==> config.mk <==
export PLATFORM = sky130hd
export DESIGN_NAME = cicgd_cmd_fifo
export DESIGN_NICKNAME = d
export VERILOG_FILES = /design/src/hdl/cicgd_pkg.sv /design/src/hdl/cicgd_cmd_fifo.sv
export SDC_FILE = /design/constraint.sdc
export NUM_CORES = 1
export LEC_CHECK = 0
export ABC_AREA = 0
export BUFFER_PORTS_ARGS = -buffer_cell sky130_fd_sc_hd__buf_2
export CORE_UTILIZATION = 47
export CTS_CLUSTER_SIZE = 25
export DETAILED_ROUTE_END_ITERATION = 12
export PLACE_DENSITY = 0.73
export SLEW_MARGIN = 10
export SYNTH_ARGS = -nofsm -noshare
export SYNTH_HDL_FRONTEND = slang
export SYNTH_SLANG_ARGS = --single-unit
==> constraint.sdc <==
create_clock -name clk_i -period 9.75 [get_ports clk_i]
set_clock_uncertainty 0.2 [all_clocks]
set_input_delay 0.4875 -clock clk_i [delete_from_list [all_inputs] [get_ports clk_i]]
set_output_delay 0.4875 -clock clk_i [all_outputs]
set_load 0.1 [all_outputs]
==> src/hdl/cicgd_pkg.sv <==
// ----------------------------------------------------------------------------
// Cloud-in-cell grid deposit package
// Shared constants, operation codes, register indexes and command types.
// ----------------------------------------------------------------------------
package cicgd_pkg;

  localparam int unsigned GRID_X_DEF = 64;
  localparam int unsigned GRID_Y_DEF = 64;
  localparam int unsigned GRID_Z_DEF = 64;

  localparam int CELL_W = 26;

  localparam logic [1:0] OP_DEPOSIT    = 2'd0;
  localparam logic [1:0] OP_READ       = 2'd1;
  localparam logic [1:0] OP_READ_CLEAR = 2'd2;
  localparam logic [1:0] OP_NOP        = 2'd3;

  localparam logic [2:0] REG_ORIGIN_X = 3'd0;
  localparam logic [2:0] REG_ORIGIN_Y = 3'd1;
  localparam logic [2:0] REG_ORIGIN_Z = 3'd2;
  localparam logic [2:0] REG_SCALE_X  = 3'd3;
  localparam logic [2:0] REG_SCALE_Y  = 3'd4;
  localparam logic [2:0] REG_SCALE_Z  = 3'd5;

  localparam logic [31:0] SCALE_RESET = 32'h0100_0000;
  localparam logic [15:0] HALF_CELL   = 16'h8000;
  localparam logic [16:0] ONE_Q16     = 17'h1_0000;

  typedef struct packed {
    logic signed [CELL_W-1:0] cell_idx;
    logic                     step_pos;
    logic [16:0]              w_near;
    logic [16:0]              w_far;
  } axis_t;

  typedef struct packed {
    logic [1:0]  opcode;
    axis_t       ax;
    axis_t       ay;
    axis_t       az;
    logic [17:0] cell_address;
  } cmd_t;

  typedef struct packed {
    logic clearing;
  } back_status_t;

  function automatic axis_t axis_finish(logic [63:0] prod, logic neg);
    logic [39:0]        gmag;
    logic signed [41:0] g;
    logic [15:0]        f;
    logic [15:0]        a;
    axis_t              r;
    gmag = neg ? 40'((prod + 64'h0000_0000_00FF_FFFF) >> 24) : prod[63:24];
    g = neg ? 42'(42'd0 - {2'b00, gmag}) : {2'b00, gmag};
    f = g[15:0];
    r.cell_idx = g[41:16];
    if (f[15]) begin
      a = f - HALF_CELL;
      r.step_pos = 1'b1;
    end else begin
      a = HALF_CELL - f;
      r.step_pos = 1'b0;
    end
    r.w_near = ONE_Q16 - {1'b0, a};
    r.w_far  = {1'b0, a};
    return r;
  endfunction

endpackage

==> src/hdl/cicgd_cmd_fifo.sv <==
// ----------------------------------------------------------------------------
// Cloud-in-cell command queue
// Two-entry queue that decouples the front end from the deposit engine.
// ----------------------------------------------------------------------------
module cicgd_cmd_fifo (
  input  logic            clk_i,
  input  logic            rst_ni,
  input  logic            push_i,
  input  cicgd_pkg::cmd_t cmd_i,
  input  logic            pop_i,
  output logic            full_o,
  output logic            empty_o,
  output cicgd_pkg::cmd_t cmd_o
);

  cicgd_pkg::cmd_t entry_q [2];
  logic            wptr_q, rptr_q;
  logic [1:0]      count_q;

  always_ff @(posedge clk_i or negedge rst_ni) begin
    if (!rst_ni) begin
      wptr_q  <= 1'b0;
      rptr_q  <= 1'b0;
      count_q <= 2'd0;
    end else begin
      if (push_i) wptr_q <= !wptr_q;
      if (pop_i) rptr_q <= !rptr_q;
      if (push_i && !pop_i) begin
        count_q <= count_q + 2'd1;
      end else if (pop_i && !push_i) begin
        count_q <= count_q - 2'd1;
      end
    end
  end

  always_ff @(posedge clk_i) begin
    if (push_i) entry_q[wptr_q] <= cmd_i;
  end

  assign cmd_o   = entry_q[rptr_q];
  assign full_o  = count_q[1];
  assign empty_o = (count_q == 2'd0);

endmodule

; ---- Word-level counts from Yosys, hierarchy flattened
; Memory sizes are Yosys's and may differ from the RTL's.
; Cells that the tools add are included.
[totals]
reg_bits = 4
mem_bits_rw = 406
inputBits = 207
out_inout_bits = 205
mem_count = 1
[mem_list]
columns = memory, depth, width, rd, rd_clocked_by_memory_dff, write_ports, line_no
row1 = entry_q, 2, 203, 1, 0, 1, cicgd_cmd_fifo.sv:16  ; cicgd_pkg::cmd_t entry_q [2];
[classes]
add_sub_neg = 2
n_mux = 4
reduce_logical = 8
[op_table]
columns = op, count
row1 = zero test 1 bit, 4
row2 = two-way mux 2 bit, 2
row3 = "adder 2 x 1 -> 2 bit, second input constant", 1
row4 = logical AND 1 bit, 2
row5 = zero test 2 bit, 1
row6 = two-way mux 1 bit, 2
row7 = nonzero test 2 bit, 1
row8 = "subtractor 2 x 1 -> 2 bit, second input constant", 1

; ---- Logic depth before layout (Yosys ltp)
; Gate-level depths: netlist (run 1).
[logic_depth]
depth_word = 4
depth_mapped = 5
mapped_depth_nobuf = 5

; ---- Least setup slack after synthesis (run 1)
; Ideal clock, no wire load.
[synth_timing]
kind = flip-flop to flip-flop
startpoint = reg wptr_q
endpoint = mem entry_q[0][0] in the netlist's numbering (enable)
setup_time_ns = 0.794
arrival_ns = 9.353
required_time_ns = 8.756
setup_slack_ns = -0.596
stages_incl_launch_ff = 2
path_buffers = 0
synth_period_minus_slack_ns = 10.346
path_cell_list = dfrtp_1 > nor2b_1
[synth_rtl]
columns = element, line_no
row1 = start: declaration, cicgd_cmd_fifo.sv:17  ; logic wptr_q, rptr_q;
row2 = start signal: assignment, cicgd_cmd_fifo.sv:26  ; if (push_i) wptr_q <= !wptr_q;
row3 = end: declaration, cicgd_cmd_fifo.sv:16
; Straight into the memory's write port.

==> results of run 1 <==
[worst register-to-register path, stage by stage, from the launching register on]
cell and delay (ns):
dfrtp_1 0.42, nor2b_4 0.49, buf_4 0.57, buf_4 0.92
[metrics by stage]
step	area, sq um	hold slack (ns)
after floorplan	15500	-0.00809
after global placement	17900	0.0969
after detailed placement	17900	0.0997
after CTS	21400	0.0836
after global routing	21400	0.0975
final	21400	0.122
[flip-flops by register name (all words and copies together) (netlist names)]
| name | count |
|---|---|
| entry_q | 406 |
| count_q | 2 |
| rptr_q | 1 |
| wptr_q | 1 |
[final cells by class]
class / count / area [sq um]
flip-flops and latches: 410 / 12300
fillers: 2154 / 11100
repair buffers: 625 / 4180
multi-input cells: 213 / 2970
clock buffers: 56 / 1200
well taps: 442 / 553
clock inverters: 18 / 178
inverters: 1 / 3.75
diodes: 1 / 2.50
[worst paths after layout]
path                                         from                        to  slack [ns]  cells after the start
hold / removal                             rst_ni    count_q[1]$_DFFE_PN0P_        0.12                      2
hold reg to reg            count_q[0]$_DFFE_PN0P_    count_q[0]$_DFFE_PN0P_        0.32                      1
min in group clk_i         count_q[0]$_DFFE_PN0P_    count_q[0]$_DFFE_PN0P_        0.32                      1
setup / recovery               rptr_q$_DFFE_PN0P_                 cmd_o[95]        5.01                      4
setup reg to reg               wptr_q$_DFFE_PN0P_  entry_q[0][87]$_DFFE_PP_        6.69                      3
max in group asynchronous                  rst_ni        rptr_q$_DFFE_PN0P_        9.09                      2
[placed cells by master (no fill, tap or decap), types with 2 or more instances in the layout]
| cell | count |
|---|---|
| buf_2 | 411 |
| edfxtp_1 | 406 |
| dlygate4sd3_1 | 206 |
| mux2_4 | 160 |
| clkbuf_16 | 45 |
| mux2_2 | 43 |
| clkinv_1 | 10 |
| clkbuf_1 | 8 |
| buf_4 | 8 |
| xor2_1 | 4 |
| bufinv_16 | 4 |
| clkinv_2 | 4 |
| clkbuf_8 | 3 |
| dfrtp_1 | 3 |
| nor2_1 | 2 |
[cell families after synthesis]
family,share of synthesized area
DFF,0.793
adders and majority gates,0.000807
muxes,0.186
and+or+nand+nor,0.00129
buffers and inverters,0.0153
xor gates and xnor gates,0.00283
[timing repair]
action	4_1_cts	5_1_grt
hold buffers	206	0
hold endpoints to repair	412	0
buffers inserted	0	0
[layer usage]
metal,GRT usage,share of wire
met5,0,0
met1,0.215,0.37
met3,0.0487,0.060
met2,0.356,0.53
met4,0.0980,0.044
==> flow_summary.json, run 1 <==
{
  "status": "complete, no violations",
  "cp.arrival_ns": 4.05,
  "synth_ff_type": "edfxtp_1",
  "clk_pin_slew_worst_paths_ns": 0.06,
  "core_area_sq_um": 32500,
  "track_usage": 0.197,
  "crit_path_frequent_cell": "buf_4",
  "critPathBufInv": 3,
  "drv_cap": 0,
  "fin_crit_sh": 0.486,
  "htreeDepth": 2,
  "yosys_warnings": 0,
  "initial_core_util": 0.477,
  "setup_viol": 0,
  "criticalPathCategory": "reg2out",
  "routedWlPerCell_um": 19.4,
  "ys_seq_area_frac": 0.793,
  "netlist_top_cells_area": "edfxtp_1 79%, mux2_4 16%, mux2_2 3.1%, buf_6 1.4%, dfrtp_1 0.65%",
  "grt_overflow": 0,
  "drtIter0Drc": 433,
  "ant_nets": 0,
  "synth_common_cells": "406 x edfxtp_1, 160 x mux2_4, 43 x mux2_2",
  "hold_violations": 0,
  "hpwl_um": 20900,
  "clk_latency_ns": 0.51,
  "synth_area_sq_um": 15500,
  "netlist.area_leader.share": 0.787,
  "synth_edf_count": 406,
  "yosysTopAreaCell": "edfxtp_1",
  "fmax_mhz": 211,
  "ios": 412,
  "die_w_um": 184,
  "io_buffers": 411,
  "crit_chain": "buf_4, buf_4, mux2_4, buf_2",
  "area_growth_pct": 38.0,
  "critical_path_required_ns": 9.06,
  "grt_start_max_net_pins": 78,
  "nets": 1501,
  "hold_class": "in2async",
  "tns_ns": 0,
  "crit_family": "buffers and inverters",
  "startpoint_type": "flip-flop",
  "cp_slowest_cell": "dfrtp_4",
  "rsz0062_at_grt": "false",
  "syn_area_per_cell_sq_um": 23.9,
  "wirelength_um": 34200,
  "ys_ff_latch": 410,
  "period_needed_ns": 4.74,
  "yosysMostFrequentCell": "edfxtp_1",
  "dieHeight_um": 184,
  "rows": 66,
  "clock_path_buffers": 3,
  "grt_antenna_before_repair": 1,
  "dieArea_sq_um": 33700,
  "dp_cells": 1485,
  "setup_slack_ns": 5.01,
  "maxSlewViolCount": 0,
  "grt_pass1_vias": 9205,
  "cts-buffers-inserted": 42,
  "cp-end-kind": "output port",
  "synth_cells": 647,
  "synth.net_count": 855,
  "slew_headroom": 0.279,
  "cts_tree": "built",
  "tightestPinTransition_ns": 1.08,
  "drive_above_1_share": 0.515,
  "grt_pass1_wl_um": 50500,
  "place_congestion": 0.800,
  "slowest_delay_ns": 1.12,
  "dr.pass1.iters": 4,
  "stdcell_count": 1766,
  "crit_fanout": 60,
  "via_count": 8426,
  "clock_sinks": 410,
  "vias_per_cell": 4.77,
  "dp_slack_ns": 5.57,
  "final_util": 0.659,
  "cts_root_buf": "clkbuf_16",
  "cts_resized": 0,
  "drc_errors": 0,
  "synthArstFlopShare": 0.00976,
  "ys_types": 13
}
Power of run 1 is not shown: default switching activity piles up to over one toggle a cycle in this logic, so the estimate is an artifact.
==> inputs of run 2 (changes only) <==
--- a/config.mk
+++ b/config.mk
@@ -7,10 +7,10 @@
 export LEC_CHECK = 0
 export ABC_AREA = 0
 export BUFFER_PORTS_ARGS = -buffer_cell sky130_fd_sc_hd__buf_2
-export CORE_UTILIZATION = 47
+export CORE_UTILIZATION = 52
 export CTS_CLUSTER_SIZE = 25
 export DETAILED_ROUTE_END_ITERATION = 12
-export PLACE_DENSITY = 0.73
+export PLACE_DENSITY = 0.77
 export SLEW_MARGIN = 10
 export SYNTH_ARGS = -nofsm -noshare
 export SYNTH_HDL_FRONTEND = slang
==> constraint.sdc (replaced) <==
create_clock -name clk_i -period 4.53 [get_ports clk_i]
set_clock_uncertainty 0.2 [all_clocks]
set_input_delay 0.2265 -clock clk_i [delete_from_list [all_inputs] [get_ports clk_i]]
set_output_delay 0.2265 -clock clk_i [all_outputs]
set_load 0.1 [all_outputs]
==> run 2 against run 1 <==
- setup slack got worse by 3.7 ns
- worst hold slack improved by 0.097 ns
- via count increased by 1.3%
- clock-buffer cell count decreased by 4
- sequential share of layout area decreased by 0.13 points
- first-iteration DRC count increased by 17%
- die area decreased by 9.5%
- critical endpoint is now cmd_o[78]
==> flow_summary.json, run 2 (synthesis results as in run 1) <==
{
  "tns_ns": 0,
  "cp.arrival_ns": 2.76,
  "grt_start_max_net_pins": 83,
  "die_w_um": 175,
  "layout_commonest_cell": "buf_2",
  "final_cell_mix": "411 x buf_2, 406 x edfxtp_1, 207 x dlygate4sd3_1",
  "slowest_delay_ns": 1.00,
  "initial_core_util": 0.534,
  "core_area_sq_um": 29000,
  "whs_ns": 0.219,
  "rsz0062_at_grt": "false",
  "wl_met2_um": 19000,
  "setup_viol": 0,
  "via_count": 8533,
  "clock_sinks": 410,
  "rows": 62,
  "grt_antenna_before_repair": 4,
  "crit_family": "flip-flops",
  "placed_area_sq_um": 18000,
  "crit_chain": "buf_12, mux2_4, buf_2",
  "critical_path_required_ns": 4.10,
  "clk_latency_ns": 0.52,
  "nets": 1507,
  "met3WireLength_um": 2110,
  "cp_slowest_cell": "dfrtp_4",
  "hpwl_um": 20800,
  "fin_crit_sh": 0.704,
  "grt_pass1_vias": 9353,
  "dr.pass1.iters": 4,
  "top_register": "entry_q",
  "drc_errors": 0,
  "multi_input_area_sq_um": 2970,
  "crit_fanout": 53,
  "tightestPinTransition_ns": 0.931,
  "hold_violations": 0,
  "wirelength_um": 34700,
  "cts_root_buf": "clkbuf_16",
  "track_usage": 0.223,
  "htreeDepth": 2,
  "slew_headroom": 0.379,
  "routedWlPerCell_um": 20.2,
  "cp-end-kind": "output port",
  "final_cell_area_sq_um": 21400,
  "drv_cap": 0,
  "reg_top3": "entry_q: 406 flops, count_q: 2 flops",
  "area_growth_pct": 38.3,
  "hold_class": "in2reg",
  "cts_resized": 0,
  "io_buffers": 411,
  "drive_above_1_share": 0.519,
  "largest_reg_flops": 406,
  "place_congestion": 0.824,
  "postCtsSetupBuffers": 0,
  "stdcell_count": 1718,
  "startpoint_type": "flip-flop",
  "grt_pass1_wl_um": 51300,
  "vias_per_cell": 4.97,
  "period_needed_ns": 3.19,
  "dieArea_sq_um": 30500,
  "maxSlewViolCount": 0,
  "dp_cells": 1431,
  "ios": 412,
  "ant_nets": 0,
  "wirelength_met1_um": 12000,
  "regArea_sq_um": 12300,
  "cts-buffers-inserted": 43,
  "status": "complete, no violations",
  "cts_tree": "built",
  "dieHeight_um": 175,
  "grt_overflow": 0,
  "clk_pin_slew_worst_paths_ns": 0.05,
  "fillers": 1689,
  "drtIter0Drc": 507,
  "top_layer": "met4",
  "fmax_mhz": 313,
  "clock_path_buffers": 3,
  "criticalPathCategory": "reg2out",
  "critPathBufInv": 2
}
run 2: cell count changes in the layout (fill, tap and decap cells not counted):
cell and change:
clkinv_1 -2, buf_12 +6, buf_4 -2, diode_2 +3
clkinvlp_4 +1, dlygate4sd3_1 +1, clkbuf_1 -1, clkinv_4 +2
clkbuf_8 -3, clkinv_2 +5
run 2: area by class of cell:
class | instances | area share
antenna | 4 | 0.000467
timing repair buffer | 630 | 0.200
tap | 384 | 0.0224
clock buffer | 52 | 0.0538
sequential | 410 | 0.574
clock inverter | 24 | 0.0103
inverter | 1 | 0.000175
multi-input combinational | 213 | 0.139
run 2: timing repair:
| action | CTS | global route |
|---|---|---|
| hold buffers | 207 | 0 |
| endpoints found under the setup margin | 0 | 0 |
| hold endpoints to repair | 413 | 0 |
run 2: metal layers:
metal / global-route usage / up-vias
li1: - / 3888
met1: 0.237 / 4171
met2: 0.409 / 366
met3: 0.0498 / 108
met4: 0.120 / 0
met5: 0 / -
run 2: final timing paths:
kind | start | endpoint | slack, ns | depth (start not counted)
max in group asynchronous | rst_ni | rptr_q$_DFFE_PN0P_ | 3.50 | 3
min in group asynchronous | rst_ni | wptr_q$_DFFE_PN0P_ | 0.43 | 3
worst min register to register | count_q[1]$_DFFE_PN0P_ | count_q[1]$_DFFE_PN0P_ | 0.30 | 1
worst min-delay path | cmd_i[99] | entry_q[1][99]$_DFFE_PP_ | 0.22 | 2
worst max register to register | wptr_q$_DFFE_PN0P_ | entry_q[1][30]$_DFFE_PP_ | 2.36 | 2
worst max-delay path | rptr_q$_DFFE_PN0P_ | cmd_o[78] | 1.34 | 3
run 2: through the flow:
step / setup WS (ns) / utilization
after global placement: 1.88 / 0.620
after CTS: 1.32 / 0.738
after detailed placement: 1.89 / 0.620
after global routing: 1.23 / 0.739
after floorplan: 0.471 / -
final: 1.34 / 0.739
run 2: worst register-to-register path, delay by kind of cell, from the launching register on:
family	cells	cell delay, ns
buffers and inverters	1	0.47
DFF	1	0.42
and+or+nand+nor	1	0.66
Power of run 2 is left out for the same reason.
==> inputs of run 3 (changes only) <==
==> constraint.sdc (replaced) <==
create_clock -name clk_i -period 3.2 [get_ports clk_i]
set_clock_uncertainty 0.2 [all_clocks]
set_input_delay 0.16 -clock clk_i [delete_from_list [all_inputs] [get_ports clk_i]]
set_output_delay 0.16 -clock clk_i [all_outputs]
set_load 0.1 [all_outputs]
==> run 3 against run 2 <==
- design area is 0.34% higher
- via count is 0.43% higher
- largest cell class unchanged
- cell count stayed put
- flip-flop and latch count stayed put
- clock-buffer cell count is 2 higher
- critical endpoint is now cmd_o[198]
- first-iteration DRC count is 18% lower
==> flow_summary.json, run 3 (synthesis results as in run 1) <==
{
  "hold_class": "in2reg",
  "clk_pin_slew_worst_paths_ns": 0.06,
  "critical_path_required_ns": 2.84,
  "cp-end-kind": "output port",
  "grt_start_max_net_pins": 103,
  "setup_viol": 0,
  "status": "complete, no violations",
  "clk_latency_ns": 0.52,
  "cp_slowest_cell": "dfrtp_4",
  "place_congestion": 0.787,
  "hold_violations": 0,
  "layout_commonest_cell": "buf_2",
  "top_register": "entry_q",
  "ant_nets": 0,
  "nets": 1510,
  "maxSlewViolCount": 0,
  "r2r_end": "entry_q[1][148]$_DFFE_PP_",
  "core_area_sq_um": 29000,
  "final_cell_area_sq_um": 21500,
  "grt_pass1_wl_um": 51600,
  "dp_cells": 1435,
  "crit_chain": "buf_12, buf_12, mux2_2, buf_2",
  "reg_top3": "entry_q: 406 flops, count_q: 2 flops",
  "io_buffers": 411,
  "via_count": 8570,
  "grt_pass1_vias": 9336,
  "final_cell_mix": "411 x buf_2, 406 x edfxtp_1, 207 x dlygate4sd3_1",
  "crit_fanout": 28,
  "area_growth_pct": 38.8,
  "largest_reg_flops": 406,
  "rows": 62,
  "slew_headroom": 0.584,
  "startpoint_type": "flip-flop",
  "grt_antenna_before_repair": 2,
  "cts_root_buf": "clkbuf_16",
  "routedWlPerCell_um": 20.3,
  "initial_core_util": 0.534,
  "drc_errors": 0,
  "whs_path_depth": 2,
  "fmax_mhz": 364,
  "reg2reg_slack_ns": 1.20,
  "final_util": 0.741,
  "cp.arrival_ns": 2.39,
  "r2r_cells": 2,
  "drtIter0Drc": 418,
  "cts_resized": 0,
  "criticalPathCategory": "reg2out",
  "period_needed_ns": 2.75,
  "dieHeight_um": 175,
  "fillers": 1680,
  "clock_sinks": 410,
  "vias_per_cell": 4.99,
  "tightestPinTransition_ns": 0.625,
  "htreeDepth": 2,
  "dr.pass1.iters": 7,
  "fin_crit_sh": 0.859,
  "wirelength_um": 34800,
  "dieArea_sq_um": 30500,
  "min_to": "entry_q[1][176]$_DFFE_PP_",
  "worstHoldStart": "cmd_i[176]",
  "grt_overflow": 0,
  "slowest_delay_ns": 0.65,
  "clock_path_buffers": 3,
  "placed_area_sq_um": 18000,
  "postCtsSetupBuffers": 0,
  "drv_cap": 0,
  "cts_tree": "built",
  "cts-buffers-inserted": 42,
  "hpwl_um": 20400,
  "track_usage": 0.224,
  "ios": 412,
  "stdcell_count": 1718,
  "r2r_start": "wptr_q$_DFFE_PN0P_",
  "die_w_um": 175,
  "crit_path_frequent_cell": "buf_12",
  "drive_above_1_share": 0.517,
  "rsz0062_at_grt": "false"
}
run 3: cell count changes in the layout (fill, tap and decap cells not counted):
cell	previous run	this run
buf_12	6	9
buf_4	6	7
bufinv_16	4	5
clkbuf_1	7	9
clkinv_1	8	9
clkinv_2	9	3
clkinv_4	2	1
clkinvlp_4	1	2
diode_2	4	2
run 3: repair_timing:
action                                 4_1_cts  5_1_grt
setup endpoints to repair                    0        0
endpoints found under the hold margin      414        0
hold buffers                               207        0
run 3: area by class of cell:
type                            instances  area [sq um]  area share
Antenna cell                            2          5.00    0.000233
Tap cell                              384           480      0.0223
Inverter                                1          3.75    0.000175
Clock inverter                         20           223      0.0104
Timing Repair Buffer                  634          4360       0.203
Clock buffer                           54          1160      0.0539
Sequential cell                       410         12300       0.572
Multi-Input combinational cell        213          2970       0.138
run 3: worst max-delay path by stage:
stage / cells past startpoint / slack [ns] / start / endpoint
5_1_grt: 4 / 0.38 / rptr_q$_DFFE_PN0P_ / cmd_o[198]
4_1_cts: 4 / 0.43 / rptr_q$_DFFE_PN0P_ / cmd_o[198]
2_1_floorplan: 1 / -0.86 / wptr_q$_DFFE_PN0P_ / entry_q[0][0]$_DFFE_PP_
3_5_place_dp: 4 / 0.98 / rptr_q$_DFFE_PN0P_ / cmd_o[11]
6_report: 4 / 0.45 / rptr_q$_DFFE_PN0P_ / cmd_o[198]
3_3_place_gp: 4 / 1.01 / rptr_q$_DFFE_PN0P_ / cmd_o[202]
run 3: worst max-delay path, delay by kind of cell (launching register included):
family / cells / cell delay [ns]
DFF: 1 / 0.65
buffers and inverters: 3 / 0.81
muxes: 1 / 0.39
run 3: per-layer routing:
layer,global-route usage,vias to the layer above,wire (um)
met3,0.0407,114,1830
met2,0.414,347,18700
met1,0.247,4218,12600
li1,-,3891,-
met5,0,-,0
met4,0.115,0,1670
run 3: metrics by stage:
step,setup slack (ns),TNS (ns),hold WS (ns)
after floorplan,-0.859,-249.66,-0.336
after global placement,1.01,0,-0.218
after detailed placement,0.982,0,-0.215
after CTS,0.425,0,0.138
after global routing,0.376,0,0.139
final,0.450,0,0.159
Power of run 3 is left out for the same reason.
